[config.mk]
export PLATFORM = sky130hd
export DESIGN_NAME = selective_repeat_receiver
export DESIGN_NICKNAME = d
export VERILOG_FILES = /design/src/rtl/srr_pkg.sv /design/src/rtl/srr_rem.sv /design/src/rtl/selective_repeat_receiver.sv
export SDC_FILE = /design/constraint.sdc
export NUM_CORES = 1
export LEC_CHECK = 0
export BUFFER_PORTS_ARGS = -buffer_cell sky130_fd_sc_hd__clkbuf_2
export CAP_MARGIN = 5
export CORE_ASPECT_RATIO = 1.75
export CORE_UTILIZATION = 55
export DETAILED_ROUTE_END_ITERATION = 16
export GPL_ROUTABILITY_DRIVEN = 0
export GPL_TIMING_DRIVEN = 0
export HOLD_SLACK_MARGIN = 0.12
export PLACE_DENSITY = 0.76
export REMOVE_ABC_BUFFERS = 1
export SLEW_MARGIN = 30
export SYNTH_ARGS = -nofsm -noshare
export SYNTH_HDL_FRONTEND = slang
export SYNTH_SLANG_ARGS = --single-unit
[constraint.sdc]
create_clock -name clock -period 9.7 [get_ports clock]
set_input_delay 1.94 -clock clock [delete_from_list [all_inputs] [get_ports clock]]
set_output_delay 1.94 -clock clock [all_outputs]
set_load 0.01 [all_outputs]
[src/rtl/srr_pkg.sv]
// ---------------------------------------------------------------------------
// srr_pkg
// Shared types, widths and codes of the selective-repeat receiver.
// ---------------------------------------------------------------------------
`default_nettype none

package srr_pkg;

   localparam int MAX_WINDOW  = 16;
   localparam int WIN_W       = $clog2(MAX_WINDOW + 1);
   localparam int IDX_W       = (MAX_WINDOW > 1) ? $clog2(MAX_WINDOW) : 1;
   localparam int CFG_W       = 5;
   localparam int SEQ_W       = 32;
   localparam int HANDLE_W    = 16;
   localparam int LEN_W       = 11;
   localparam int MAX_RESULTS = 19;
   localparam int CNT_W       = $clog2(MAX_RESULTS + 1);
   localparam int STEP_W      = $clog2(SEQ_W + 1);

   localparam logic [LEN_W-1:0] PAYLOAD_MAX = LEN_W'(1400);
   localparam logic [CFG_W-1:0] WINDOW_RST  = CFG_W'(16);

   // result kinds
   localparam logic [2:0] RES_DELIVER = 3'd0;
   localparam logic [2:0] RES_RR      = 3'd1;
   localparam logic [2:0] RES_SREJ    = 3'd2;
   localparam logic [2:0] RES_EOFACK  = 3'd3;
   localparam logic [2:0] RES_TIMEOUT = 3'd4;

   // input kinds
   localparam logic KIND_PACKET  = 1'b0;
   localparam logic KIND_TIMEOUT = 1'b1;

   // csr register indexes
   localparam logic REG_WINDOW = 1'b0;

   typedef struct packed {
      logic [2:0]          kind;
      logic [SEQ_W-1:0]    number;
      logic [SEQ_W-1:0]    ctrl;
      logic [HANDLE_W-1:0] handle;
      logic [LEN_W-1:0]    len;
   } result_type;

   typedef struct packed {
      logic             busy;
      logic             done;
      logic [IDX_W-1:0] rem;
   } rem_stat_type;

   // register value clamped to 1..MAX_WINDOW
   function automatic logic [WIN_W-1:0] eff_window(input logic [CFG_W-1:0] win);
      logic [WIN_W-1:0] w;
      if (win == '0) begin
         w = WIN_W'(1);
      end else if (32'(win) > MAX_WINDOW) begin
         w = WIN_W'(MAX_WINDOW);
      end else begin
         w = WIN_W'(win);
      end
      return w;
   endfunction

endpackage

`default_nettype wire

[src/rtl/srr_rem.sv]
// ---------------------------------------------------------------------------
// srr_rem
// Bit-serial remainder of a 32-bit sequence number by the window size,
// one dividend bit per cycle.
// ---------------------------------------------------------------------------
`default_nettype none

module srr_rem
   import srr_pkg::*;
(
   input  wire logic             clock,
   input  wire logic             reset,
   input  wire logic             start,
   input  wire logic [SEQ_W-1:0] dividend,
   input  wire logic [WIN_W-1:0] divisor,
   output rem_stat_type          stat
);

   logic              busy_ff, busy_in;
   logic              done_ff, done_in;
   logic [STEP_W-1:0] step_ff, step_in;
   logic [SEQ_W-1:0]  quo_ff, quo_in;
   logic [WIN_W-1:0]  rem_ff, rem_in;
   logic [WIN_W:0]    trial;
   logic [WIN_W:0]    trial_sub;

   always_comb begin
      trial     = {rem_ff, quo_ff[SEQ_W-1]};
      trial_sub = (trial >= (WIN_W+1)'(divisor)) ? trial - (WIN_W+1)'(divisor) : trial;
      busy_in   = busy_ff;
      done_in   = 1'b0;
      step_in   = step_ff;
      quo_in    = quo_ff;
      rem_in    = rem_ff;
      if (start) begin
         busy_in = 1'b1;
         step_in = STEP_W'(SEQ_W);
         quo_in  = dividend;
         rem_in  = '0;
      end else if (busy_ff) begin
         rem_in  = trial_sub[WIN_W-1:0];
         quo_in  = {quo_ff[SEQ_W-2:0], 1'b0};
         step_in = step_ff - 1'b1;
         if (step_ff == STEP_W'(1)) begin
            busy_in = 1'b0;
            done_in = 1'b1;
         end
      end
   end

   always_ff @(posedge clock) begin
      if (reset) begin
         busy_ff <= 1'b0;
         done_ff <= 1'b0;
         step_ff <= '0;
      end else begin
         busy_ff <= busy_in;
         done_ff <= done_in;
         step_ff <= step_in;
      end
      quo_ff <= quo_in;
      rem_ff <= rem_in;
   end

   assign stat.busy = busy_ff;
   assign stat.done = done_ff;
   assign stat.rem  = rem_ff[IDX_W-1:0];

endmodule

`default_nettype wire

[src/rtl/selective_repeat_receiver.sv]
// ---------------------------------------------------------------------------
// selective_repeat_receiver
// Receive side of a selective-repeat ARQ: delivery, window store, RR/SREJ.
// ---------------------------------------------------------------------------
// One item is handled at a time. A sequencer emits at most one result per
// cycle: an in-order packet steps through evaluate, RR, EOF check and close,
// an old packet adds an SREJ step, and each slot flushed from the window store
// adds the store's synchronous read, then the deliver beat. Output
// back-pressure stretches every result step. A write of window_size recomputes
// expected mod window serially, during which req_tready stays low. The last
// result beat of an item carries rsp_tlast; an item may yield no beat at all.
`default_nettype none

module selective_repeat_receiver
   import srr_pkg::*;
(
   input  wire logic        clock,
   input  wire logic        reset,
   // request: one received packet header or timeout tick per beat
   input  wire logic        req_tvalid,
   output logic             req_tready,
   input  wire logic [63:0] req_tdata,  // seq_num[31:0], payload_handle, payload_len
   input  wire logic        req_tlast,  // is_eof
   input  wire logic [1:0]  req_tuser,  // kind, checksum_ok
   // response
   output logic             rsp_tvalid,
   input  wire logic        rsp_tready,
   output logic [95:0]      rsp_tdata,  // number, ctrl_seq, out_handle, out_len
   output logic             rsp_tlast,  // last
   output logic [2:0]       rsp_tuser,  // result_kind
   // csr
   input  wire logic        csr_psel,
   input  wire logic        csr_penable,
   input  wire logic        csr_pwrite,
   input  wire logic [2:0]  csr_paddr,
   input  wire logic [31:0] csr_pwdata,
   output logic [31:0]      csr_prdata,
   output logic             csr_pready
);

   localparam logic [3:0] S_IDLE   = 4'd0;
   localparam logic [3:0] S_EVAL   = 4'd1;
   localparam logic [3:0] S_SREJ   = 4'd2;
   localparam logic [3:0] S_RR     = 4'd3;
   localparam logic [3:0] S_RR_CLR = 4'd4;
   localparam logic [3:0] S_FL_CHK = 4'd5;
   localparam logic [3:0] S_FL_RD  = 4'd6;
   localparam logic [3:0] S_EOF    = 4'd7;
   localparam logic [3:0] S_DONE   = 4'd8;

   localparam logic [IDX_W-1:0] EXP_MOD_RST = (MAX_WINDOW > 1) ? IDX_W'(1) : '0;

   logic [3:0]          state_ff, state_in;
   logic [SEQ_W-1:0]    exp_ff, exp_in;
   logic [SEQ_W-1:0]    hi_ff, hi_in;
   logic [SEQ_W-1:0]    ctr_ff, ctr_in;
   logic                buf_ff, buf_in;
   logic                eofs_ff, eofs_in;
   logic                fin_ff, fin_in;
   logic                flush_ff, flush_in;
   logic [IDX_W-1:0]    exp_mod_ff, exp_mod_in;
   logic [MAX_WINDOW-1:0] valid_ff, valid_in;
   logic [CFG_W-1:0]    win_ff;
   logic                rem_start_ff;

   logic                it_kind_ff, it_eof_ff, it_ok_ff;
   logic [SEQ_W-1:0]    it_seq_ff;
   logic [HANDLE_W-1:0] it_handle_ff;
   logic [LEN_W-1:0]    it_len_ff;

   logic [HANDLE_W+LEN_W-1:0] slot_mem [MAX_WINDOW];
   logic [HANDLE_W+LEN_W-1:0] rd_data_ff;

   logic                pend_valid_ff, pend_valid_in;
   result_type          pend_ff, pend_in;
   logic [CNT_W-1:0]    cnt_ff, cnt_in;
   logic                rsp_valid_ff, rsp_valid_in;
   result_type          rsp_ff, rsp_in;
   logic                rsp_last_ff, rsp_last_in;

   logic                req_accept;
   logic                cfg_we;
   logic                emit_ok;
   logic                produce;
   logic                finish;
   result_type          prod_res;
   logic                mem_we, mem_re;
   logic [WIN_W-1:0]    eff;
   logic [LEN_W-1:0]    len_sat;
   logic                seq_eq, seq_ahead, in_win;
   logic [SEQ_W-1:0]    gap;
   logic [WIN_W:0]      slot_sum, slot_adj;
   logic [IDX_W-1:0]    slot_idx;
   logic [WIN_W-1:0]    mod_step;
   logic [IDX_W-1:0]    mod_inc;
   rem_stat_type        rem_stat;

   // ------------------------------------------------------------------ csr
   assign cfg_we     = csr_psel & csr_penable & csr_pwrite & csr_pready
                       & (csr_paddr[2] == REG_WINDOW);
   assign csr_pready = 1'b1;
   assign csr_prdata = (csr_paddr[2] == REG_WINDOW) ? 32'(win_ff) : '0;

   always_ff @(posedge clock) begin
      if (reset) begin
         win_ff       <= WINDOW_RST;
         rem_start_ff <= 1'b0;
      end else begin
         if (cfg_we) begin
            win_ff <= csr_pwdata[CFG_W-1:0];
         end
         rem_start_ff <= cfg_we;
      end
   end

   assign eff = eff_window(win_ff);

   srr_rem u_rem (
      .clock    (clock),
      .reset    (reset),
      .start    (rem_start_ff),
      .dividend (exp_ff),
      .divisor  (eff),
      .stat     (rem_stat)
   );

   // ------------------------------------------------------------------ item
   assign req_tready = (state_ff == S_IDLE) & ~rem_stat.busy & ~rem_start_ff;
   assign req_accept = req_tvalid & req_tready;

   always_ff @(posedge clock) begin
      if (req_accept) begin
         it_kind_ff   <= req_tuser[0];
         it_ok_ff     <= req_tuser[1];
         it_eof_ff    <= req_tlast;
         it_seq_ff    <= req_tdata[31:0];
         it_handle_ff <= req_tdata[47:32];
         it_len_ff    <= req_tdata[58:48];
      end
   end

   assign len_sat   = (it_len_ff > PAYLOAD_MAX) ? PAYLOAD_MAX : it_len_ff;
   assign seq_eq    = (it_seq_ff == exp_ff);
   assign seq_ahead = (it_seq_ff > exp_ff);
   assign gap       = it_seq_ff - exp_ff;
   assign in_win    = (gap < SEQ_W'(eff));

   // slot of a packet ahead: (expected mod w + gap) mod w, gap < w
   assign slot_sum = (WIN_W+1)'(exp_mod_ff) + (WIN_W+1)'(gap[WIN_W-1:0]);
   assign slot_adj = (slot_sum >= (WIN_W+1)'(eff)) ? slot_sum - (WIN_W+1)'(eff) : slot_sum;
   assign slot_idx = slot_adj[IDX_W-1:0];

   // expected + 1 mod w; 2^32 wrap restarts the residue at zero
   assign mod_step = WIN_W'(exp_mod_ff) + 1'b1;
   assign mod_inc  = ((exp_ff == '1) || (mod_step == eff)) ? '0 : mod_step[IDX_W-1:0];

   assign emit_ok = ~rsp_valid_ff | rsp_tready;

   // ------------------------------------------------------------------ sequencer
   always_comb begin
      state_in   = state_ff;
      exp_in     = exp_ff;
      hi_in      = hi_ff;
      ctr_in     = ctr_ff;
      buf_in     = buf_ff;
      eofs_in    = eofs_ff;
      fin_in     = fin_ff;
      flush_in   = flush_ff;
      exp_mod_in = exp_mod_ff;
      valid_in   = valid_ff;
      produce    = 1'b0;
      prod_res   = '0;
      finish     = 1'b0;
      mem_we     = 1'b0;
      mem_re     = 1'b0;
      case (state_ff)
         S_IDLE: begin
            if (req_accept) begin
               state_in = S_EVAL;
            end
         end
         default: begin
            if (emit_ok) begin
               case (state_ff)
                  S_EVAL: begin
                     state_in = S_DONE;
                     flush_in = 1'b0;
                     if (fin_ff) begin
                        state_in = S_DONE;
                     end else if (it_kind_ff == KIND_TIMEOUT) begin
                        produce       = 1'b1;
                        prod_res.kind = RES_TIMEOUT;
                        fin_in        = 1'b1;
                     end else if (!it_ok_ff || (seq_ahead && !in_win)) begin
                        state_in = S_DONE;
                     end else begin
                        eofs_in = eofs_ff | it_eof_ff;
                        if (seq_eq) begin
                           produce         = 1'b1;
                           prod_res.kind   = RES_DELIVER;
                           prod_res.number = it_seq_ff;
                           prod_res.handle = it_handle_ff;
                           prod_res.len    = len_sat;
                           if (exp_ff > hi_ff) begin
                              hi_in = exp_ff;
                           end
                           exp_in     = exp_ff + 1'b1;
                           exp_mod_in = mod_inc;
                           if (buf_ff) begin
                              flush_in = 1'b1;
                              state_in = S_FL_CHK;
                           end else begin
                              state_in = S_RR;
                           end
                        end else if (seq_ahead) begin
                           mem_we             = 1'b1;
                           valid_in[slot_idx] = 1'b1;
                           if (it_seq_ff > hi_ff) begin
                              hi_in = it_seq_ff;
                           end
                           if (!buf_ff) begin
                              produce         = 1'b1;
                              prod_res.kind   = RES_SREJ;
                              prod_res.number = exp_ff;
                              prod_res.ctrl   = ctr_ff;
                              ctr_in          = ctr_ff + 1'b1;
                              buf_in          = 1'b1;
                           end
                        end else begin
                           state_in = S_SREJ;
                        end
                     end
                  end
                  S_SREJ: begin
                     produce         = 1'b1;
                     prod_res.kind   = RES_SREJ;
                     prod_res.number = exp_ff;
                     prod_res.ctrl   = ctr_ff;
                     ctr_in          = ctr_ff + 1'b1;
                     state_in        = S_RR;
                  end
                  S_RR: begin
                     produce         = 1'b1;
                     prod_res.kind   = RES_RR;
                     prod_res.number = exp_ff;
                     prod_res.ctrl   = ctr_ff;
                     ctr_in          = ctr_ff + 1'b1;
                     state_in = (flush_ff && (exp_ff - 1'b1 == hi_ff)) ? S_RR_CLR : S_EOF;
                  end
                  S_RR_CLR: begin
                     produce         = 1'b1;
                     prod_res.kind   = RES_RR;
                     prod_res.number = exp_ff;
                     prod_res.ctrl   = ctr_ff;
                     ctr_in          = ctr_ff + 1'b1;
                     buf_in          = 1'b0;
                     state_in        = S_EOF;
                  end
                  S_FL_CHK: begin
                     if (valid_ff[exp_mod_ff]) begin
                        valid_in[exp_mod_ff] = 1'b0;
                        mem_re               = 1'b1;
                        state_in             = S_FL_RD;
                     end else if (exp_ff < hi_ff) begin
                        state_in = S_SREJ;
                     end else if (exp_ff - 1'b1 == hi_ff) begin
                        state_in = S_RR_CLR;
                     end else begin
                        state_in = S_EOF;
                     end
                  end
                  S_FL_RD: begin
                     produce         = 1'b1;
                     prod_res.kind   = RES_DELIVER;
                     prod_res.number = exp_ff;
                     prod_res.handle = rd_data_ff[HANDLE_W+LEN_W-1:LEN_W];
                     prod_res.len    = rd_data_ff[LEN_W-1:0];
                     exp_in          = exp_ff + 1'b1;
                     exp_mod_in      = mod_inc;
                     state_in        = S_FL_CHK;
                  end
                  S_EOF: begin
                     if (!buf_ff && eofs_ff) begin
                        produce       = 1'b1;
                        prod_res.kind = RES_EOFACK;
                        prod_res.ctrl = ctr_ff;
                        fin_in        = 1'b1;
                     end
                     state_in = S_DONE;
                  end
                  S_DONE: begin
                     finish   = 1'b1;
                     state_in = S_IDLE;
                  end
                  default: begin
                     state_in = S_IDLE;
                  end
               endcase
            end
         end
      endcase
      if (rem_stat.done) begin
         exp_mod_in = rem_stat.rem;
      end
   end

   always_ff @(posedge clock) begin
      if (reset) begin
         state_ff   <= S_IDLE;
         exp_ff     <= SEQ_W'(1);
         hi_ff      <= SEQ_W'(1);
         ctr_ff     <= SEQ_W'(1);
         buf_ff     <= 1'b0;
         eofs_ff    <= 1'b0;
         fin_ff     <= 1'b0;
         flush_ff   <= 1'b0;
         exp_mod_ff <= EXP_MOD_RST;
         valid_ff   <= '0;
      end else begin
         state_ff   <= state_in;
         exp_ff     <= exp_in;
         hi_ff      <= hi_in;
         ctr_ff     <= ctr_in;
         buf_ff     <= buf_in;
         eofs_ff    <= eofs_in;
         fin_ff     <= fin_in;
         flush_ff   <= flush_in;
         exp_mod_ff <= exp_mod_in;
         valid_ff   <= valid_in;
      end
   end

   // ------------------------------------------------------------------ window store
   always_ff @(posedge clock) begin
      if (mem_we) begin
         slot_mem[slot_idx] <= {it_handle_ff, len_sat};
      end
      if (mem_re) begin
         rd_data_ff <= slot_mem[exp_mod_ff];
      end
   end

   // ------------------------------------------------------------------ result output
   // One result is held back so that the final beat of an item can carry last.
   always_comb begin
      pend_valid_in = pend_valid_ff;
      pend_in       = pend_ff;
      cnt_in        = cnt_ff;
      rsp_valid_in  = rsp_valid_ff & ~rsp_tready;
      rsp_in        = rsp_ff;
      rsp_last_in   = rsp_last_ff;
      if (req_accept) begin
         cnt_in = '0;
      end
      if (produce && (cnt_ff < CNT_W'(MAX_RESULTS))) begin
         if (pend_valid_ff) begin
            rsp_valid_in = 1'b1;
            rsp_in       = pend_ff;
            rsp_last_in  = 1'b0;
         end
         pend_valid_in = 1'b1;
         pend_in       = prod_res;
         cnt_in        = cnt_ff + 1'b1;
      end else if (finish && pend_valid_ff) begin
         rsp_valid_in  = 1'b1;
         rsp_in        = pend_ff;
         rsp_last_in   = 1'b1;
         pend_valid_in = 1'b0;
      end
   end

   always_ff @(posedge clock) begin
      if (reset) begin
         pend_valid_ff <= 1'b0;
         rsp_valid_ff  <= 1'b0;
         cnt_ff        <= '0;
      end else begin
         pend_valid_ff <= pend_valid_in;
         rsp_valid_ff  <= rsp_valid_in;
         cnt_ff        <= cnt_in;
      end
      pend_ff     <= pend_in;
      rsp_ff      <= rsp_in;
      rsp_last_ff <= rsp_last_in;
   end

   assign rsp_tvalid = rsp_valid_ff;
   assign rsp_tlast  = rsp_last_ff;
   assign rsp_tuser  = rsp_ff.kind;
   assign rsp_tdata  = {5'b0, rsp_ff.len, rsp_ff.handle, rsp_ff.ctrl, rsp_ff.number};

`ifndef SYNTHESIS
   a_idle_no_pend: assert property (@(posedge clock) disable iff (reset)
      state_ff == S_IDLE |-> !pend_valid_ff)
      else $error("held result left over after item closed");

   a_cnt_cap: assert property (@(posedge clock) disable iff (reset)
      cnt_ff <= CNT_W'(MAX_RESULTS))
      else $error("result count past limit");

   a_fin_sticky: assert property (@(posedge clock) disable iff (reset)
      fin_ff |=> fin_ff)
      else $error("finished flag dropped");

   a_flush_clear: assert property (@(posedge clock) disable iff (reset)
      (state_ff == S_FL_CHK && emit_ok && valid_ff[exp_mod_ff])
      |=> (state_ff == S_FL_RD && !valid_ff[$past(exp_mod_ff)]))
      else $error("flushed slot not released");
`endif

endmodule

`default_nettype wire
# ---- Word-level counts from Yosys, hierarchy flattened
# Memory sizes are Yosys's and may differ from the RTL's. A register that Yosys moved wholly into a read port is not among the register bits.
# Cells that the tools add are included.
dict set report totals {
  word_cells 295
  mem_bits_rw 432
  reg_bits 433
  mem_count 1
}
dict set report op_classes {
  add_sub_neg 10
  bitwise 22
  order_cmp 14
  n_reduce_logical 44
  n_eq_ne 30
  n_mux 136
}
# memory words width rd rd_ports_with_merged_regs write_ports line_no
set mem_list {}
lappend mem_list {slot_mem 16 27 1 1 1 selective_repeat_receiver.sv:71} ;# logic [HANDLE_W+LEN_W-1:0] slot_mem [MAX_WINDOW];
# operator count
set ops {}
lappend ops {{$mux 32} 18}
lappend ops {{$mux 94} 5}
lappend ops {{$pmux 32 s2} 3}
lappend ops {{$gt 32x32->1} 3}
lappend ops {{$mux 16} 6}
lappend ops {{$pmux 32 s3} 1}
lappend ops {{$mux 91} 1}
lappend ops {{$mux 4} 19}
lappend ops {{$mux 67} 1}
lappend ops {{$mux 66} 1}
lappend ops {{$add 32x1->32 const B} 2}
lappend ops {{$eq 32x32->1} 2}
lappend ops {{$mux 1} 54}
lappend ops {{$pmux 27 s2} 1}
lappend ops {{$mux 35} 1}
lappend ops {{$eq 32x32->1 const B} 1}
lappend ops {{$lt 32x32->1} 1}
lappend ops {{$lt 32x5->1} 1}
lappend ops {{$pmux 16 s2} 1}
lappend ops {{$sub 32x1->32 const B} 1}
lappend ops {{$sub 32x32->32} 1}
lappend ops {{$mux 5} 6}
lappend ops {{$pmux 4 s7} 1}
lappend ops {{$mux 27} 1}
lappend ops {{other kinds (54)} 124}

# ---- Longest topological paths before layout
dict set report depth {
  word_depth 16
  depth_mapped 22
  depth_no_buf 19
}

# ---- Modules after synthesis
# A second synthesis with hierarchy kept.
dict set report unflattened {
  cells_unflattened 2966
  area_unflattened_um2 40780.4
}
# mod cells_per_inst instances area_per_inst_um2
set by_module_without_submodules {}
lappend by_module_without_submodules {selective_repeat_receiver 2807 1 38619.5}
lappend by_module_without_submodules {srr_rem 159 1 2160.8}

# ---- Worst setup path before layout
# OpenSTA, ideal clock, no wires.
dict set report synth_path {
  path_kind {register to register}
  from {register exp_ff[2]}
  to {register rsp_ff, in the netlist rsp_tdata[0], enable pin}
  slack_ps 36
  n_path_buf 3
  setup_time_ps 461
  path_stages_with_launch 19
  arrival_time_ps 9203
  required_time_ps 9239
  path_cell_list {dfxtp_1 -> clkbuf_1 -> inv_1 -> ha_1 -> buf_2 -> nand2b_1 -> a21oi_1 -> xor2_1 -> ha_1 -> a211oi_1 -> o21ai_1 -> a2111oi_4 -> o211ai_1 -> or4b_1 -> or4_4 -> nor4_1 -> a21o_1 -> clkbuf_1 -> o21a_1}
}
dict set report synth_via {
  elab_chain_len 14
}
# item line_no
set synth_rtl {}
lappend synth_rtl {{start, declared} selective_repeat_receiver.sv:54} ;# logic [SEQ_W-1:0] exp_ff, exp_in;
lappend synth_rtl {{start signal, assigned} selective_repeat_receiver.sv:321} ;# exp_ff <= exp_in;
lappend synth_rtl {{$sub 32x32->32} selective_repeat_receiver.sv:145} ;# assign gap = it_seq_ff - exp_ff;
lappend synth_rtl {{$lt 32x5->1} selective_repeat_receiver.sv:146} ;# assign in_win = (gap < SEQ_W'(eff));
lappend synth_rtl {{$logic_not 1->1} selective_repeat_receiver.sv:194} ;# end else if (!it_ok_ff || (seq_ahead && !in_win)) begin
lappend synth_rtl {{$logic_and 1x1->1} selective_repeat_receiver.sv:194}
lappend synth_rtl {{$logic_or 1x1->1} selective_repeat_receiver.sv:194}
lappend synth_rtl {{$mux 1 (*)} selective_repeat_receiver.sv:194}
lappend synth_rtl {{$mux 1 (*)} selective_repeat_receiver.sv:190} ;# end else if (it_kind_ff == KIND_TIMEOUT) begin
lappend synth_rtl {{$mux 1 (*)} selective_repeat_receiver.sv:188} ;# if (fin_ff) begin
lappend synth_rtl {{$pmux 1 s3 (*)} selective_repeat_receiver.sv:184} ;# case (state_ff)
lappend synth_rtl {{$mux 1 (*)} selective_repeat_receiver.sv:183} ;# if (emit_ok) begin
lappend synth_rtl {{$mux 1 (*)} selective_repeat_receiver.sv:176} ;# case (state_ff)
lappend synth_rtl {{$logic_and 1x1->1 (*)} selective_repeat_receiver.sv:355} ;# if (produce && (cnt_ff < CNT_W'(MAX_RESULTS))) begin
lappend synth_rtl {{$ne 2x2->1 (no line) / $reduce_bool 2->1 (equally long branches)} -}
lappend synth_rtl {{$reduce_and 2->1 (no line) (*)} -}
lappend synth_rtl {{end signal, assigned} selective_repeat_receiver.sv:383} ;# rsp_ff <= rsp_in;
lappend synth_rtl {{end, declared} selective_repeat_receiver.sv:78} ;# result_type rsp_ff, rsp_in;
# Mark *: on every way between the ends. The rest lies on a longest branch, timed or not.
# A chain may end at the register's enable or synchronous reset.

# ---- Final worst setup path
dict set report layout_path {
  from {register exp_ff[2]}
  to {memory slot_mem[7][16] in the netlist's numbering, enable pin}
}
dict set report layout_via {
  elab_chain_len 13
}
# item line_no
set layout_rtl {}
lappend layout_rtl {{$sub 32x32->32} selective_repeat_receiver.sv:145}
lappend layout_rtl {{$lt 32x5->1} selective_repeat_receiver.sv:146}
lappend layout_rtl {{$logic_not 1->1} selective_repeat_receiver.sv:194}
lappend layout_rtl {{$logic_and 1x1->1} selective_repeat_receiver.sv:194}
lappend layout_rtl {{$logic_or 1x1->1} selective_repeat_receiver.sv:194}
lappend layout_rtl {{$mux 1} selective_repeat_receiver.sv:194}
lappend layout_rtl {{$mux 1} selective_repeat_receiver.sv:190}
lappend layout_rtl {{$mux 1} selective_repeat_receiver.sv:188}
lappend layout_rtl {{$mux 1} selective_repeat_receiver.sv:184}
lappend layout_rtl {{$mux 1} selective_repeat_receiver.sv:183}
lappend layout_rtl {{$mux 1} selective_repeat_receiver.sv:176}
lappend layout_rtl {{$mux 1} selective_repeat_receiver.sv:335} ;# if (mem_we) begin
lappend layout_rtl {{$mux 1 (implied by the code)} selective_repeat_receiver.sv:336} ;# slot_mem[slot_idx] <= {it_handle_ff, len_sat};
lappend layout_rtl {{end, declared} selective_repeat_receiver.sv:71}
# Several ways; a longest one is shown, not always the timed one.

==> metrics <==
cell count after synthesis=3009; outcome=finished, final reports clean; synth unique cells=95; fin cells=4175; postcts setup bufs=0; pwr dens=198.7 mW/mm²; number of synthesized flops with an enable pin=742; Synth Area in Compound Gates=0.08604; I/O pin count=roughly 240; yosys warns=0; Die X=207.6 µm; Worst VDD drop=~0.2 mV; WL final=108800 µm; ys flop type=edfxtp_1; post-route cell area=0.04625 mm²; vias in the first global route=27670; crit path cell chain=inv_1, ha_1, nand2b_1, a21oi_1, xor2_1, ha_1, a211oi_1, nand3_1, or3_1, nor3_1, or4bb_1, nor4_1, o2111ai_1, nor4_1, nand2_1, nor2_4, buf_16; ys async rst share=0; Placed Instances=between 4000 and 5000; Yosys reg bits=892; first-pass GRT wire length=163800 µm; initial antenna violation count=2; WP buf/inv=2; CP Capture Type=register; Post-CTS Hold Fix Bufs=0; Die Ht=361.8 µm; HPWL after DPL=71970 µm; number of buffers created by CTS=80; drt pass-1 iters=8; WHS=406.4 ps; layout cells sized above 1=0.1992; dpl cell area=~0.043 mm²; final period utilization=0.7644; largest net degree at the start of global routing=76; drt via density=roughly 6.5; most common cell after layout, fill and taps aside=edfxtp_1; total number of vias=27310; clk_lat worst skew=about 680 ps; Synth Area in XOR/XNOR=0.02023; CP required=10060 ps; Max Cap Viol=0; Critical-path top delay cell=nor4_1; Register Area=0.02530 mm²; worst slew pin tran=999.8 ps; Core Region=0.07310 mm²; post-place setup slack=2544 ps; # rows=131; Crit path max-delay family=simple AND/OR/NAND/NOR gates; CTS tree=done; # nets final=3416; Iter 0 DRT Violations=2746; Pins Over Slew Limit=0; TNS Setup=0 ps; Final setup viols=0; Clock Sinks=892; Clock Tree Buf Depth=3; Leakage=15.60 nW; Adder-Cell Fraction of Synth Area=0.04010; Final Util=0.6327; IO buf count=approximately 180; fillers=roughly 5200; clock skew=51.22 ps; clk slew on worst S/H paths=70 ps; final hold viol count=0; H-tree Lvls=3; sequential element share of the synthesized area=0.6214; footprint of the multi-input gates=0.01441 mm²; Post-DRT Antenna Nets=0; cts repair resizes=0; Hold Crit Class=reg -> reg; Max-Slew Margin vs Limit=0.3321; full die area=0.07512 mm²; total power=slightly above 9 mW; Max Freq=between 100 and 150 MHz; # DRC=0; Area Overhead vs Synth=13.67%; Avg Cell Area, Syn=13.52 µm²; largest family of logic cells by synthesized area=simple AND/OR/NAND/NOR gates; root buf cell=clkbuf_16; Synth Area in Simple Gates=0.1057; Final min period=7415 ps; fin worst setup slack=2285 ps; Syn Std Cell Area=0.04069 mm²; Initial Util=0.5566; most frequent cells in the layout=edfxtp_1, nor2_1, nand2_1; drt wl/cell=26.06 µm; crit-path max cell delay=a little under 900 ps; CP Data Arrival Time=7780 ps; multiplexer share of the synthesized area=0.09320; Critical Path Source Type=register; critical path class=reg -> reg; unrepaired setup endpoints after global routing=no; gr ovfl total=0; Total GRT Usage=0.2906; worst-path maximum fanout=14
worst register-to-register path: cells and delay by family (launching register included):
kind | cells | cell delay [ps]
adders and majority gates | 2 | 830
buffers and inverters | 2 | 440
AOI/OAI and AO/OA | 3 | 970
and+or+nand+nor | 9 | 3920
xor gates and xnor gates | 1 | 420
DFF | 1 | 520
cells by family after synthesis:
| logic type | after synthesis |
|---|---|
| other cells | 2 |
| simple gates | 877 |
| xor+xnor | 94 |
| mux | 199 |
| compound gates | 506 |
| buf+inv | 311 |
| flops | 892 |
| fa+ha+maj | 128 |
sequential cells by signal (all words and copies together), names as in the netlist, 16 cells and up:
name / cells
ctr_ff: 32
exp_ff: 32
hi_ff: 32
it_handle_ff: 16
it_seq_ff: 32
pend_ff: 94
rd_data_ff: 27
rsp_tdata: 91
slot_mem: 432
u_rem.quo_ff: 32
valid_ff: 16
worst paths after layout:
check	from	to	slack, ps	depth (start not counted)
worst max-delay path	exp_ff[2]	slot_mem[7][16]	2290	17
worst min-delay path	pend_ff[78]	rsp_tdata[19]	410	0
worst max register to register	exp_ff[2]	slot_mem[7][16]	2290	17
worst min register to register	pend_ff[78]	rsp_tdata[19]	410	0
synthesized netlist by cell type (49+ instances only):
cell type / instances / area [µm²]
clkbuf_1: 123 / 461.7
nor2_1: 260 / 975.9
nand2_1: 209 / 784.5
edfxtp_1: 742 / 22280
a22oi_1: 59 / 442.9
ha_1: 124 / 1551
xnor2_1: 72 / 630.6
a21oi_1: 117 / 585.6
dfxtp_1: 150 / 3003
mux4_2: 140 / 3153
o21ai_0: 80 / 400.4
nand4_1: 49 / 306.5
inv_1: 113 / 424.2
nor3_1: 54 / 270.3
nand3_1: 61 / 305.3
area by class of cell:
| class | count | area share |
|---|---|---|
| Inverter | 116 | 0.009522 |
| Clock buffer | 93 | 0.04498 |
| Tap cell | 931 | 0.02518 |
| Multi-Input combinational cell | 1837 | 0.3116 |
| Antenna cell | 1 | 0.00005410 |
| Clock inverter | 53 | 0.01455 |
| Sequential cell | 892 | 0.5471 |
| Timing Repair Buffer | 252 | 0.04701 |
report_power, final:
part | switching (mW) | total, mW | internal [mW]
Clock | 1.47 | 3.34 | 1.87
Combinational | 0.913 | 1.33 | 0.417
Sequential | 0.167 | 4.53 | 4.36
routing by layer:
| metal | track usage | vias to the layer above | wire length [µm] |
|---|---|---|---|
| met5 | 0 | - | 13 |
| met4 | 0.1846 | 2 | 7235 |
| met3 | 0.04926 | 465 | 7857 |
| met2 | 0.5174 | 1556 | 56130 |
| met1 | 0.3223 | 13510 | 37550 |
| li1 | - | 11770 | - |
Note: power is estimated with default switching activity, not from simulation.
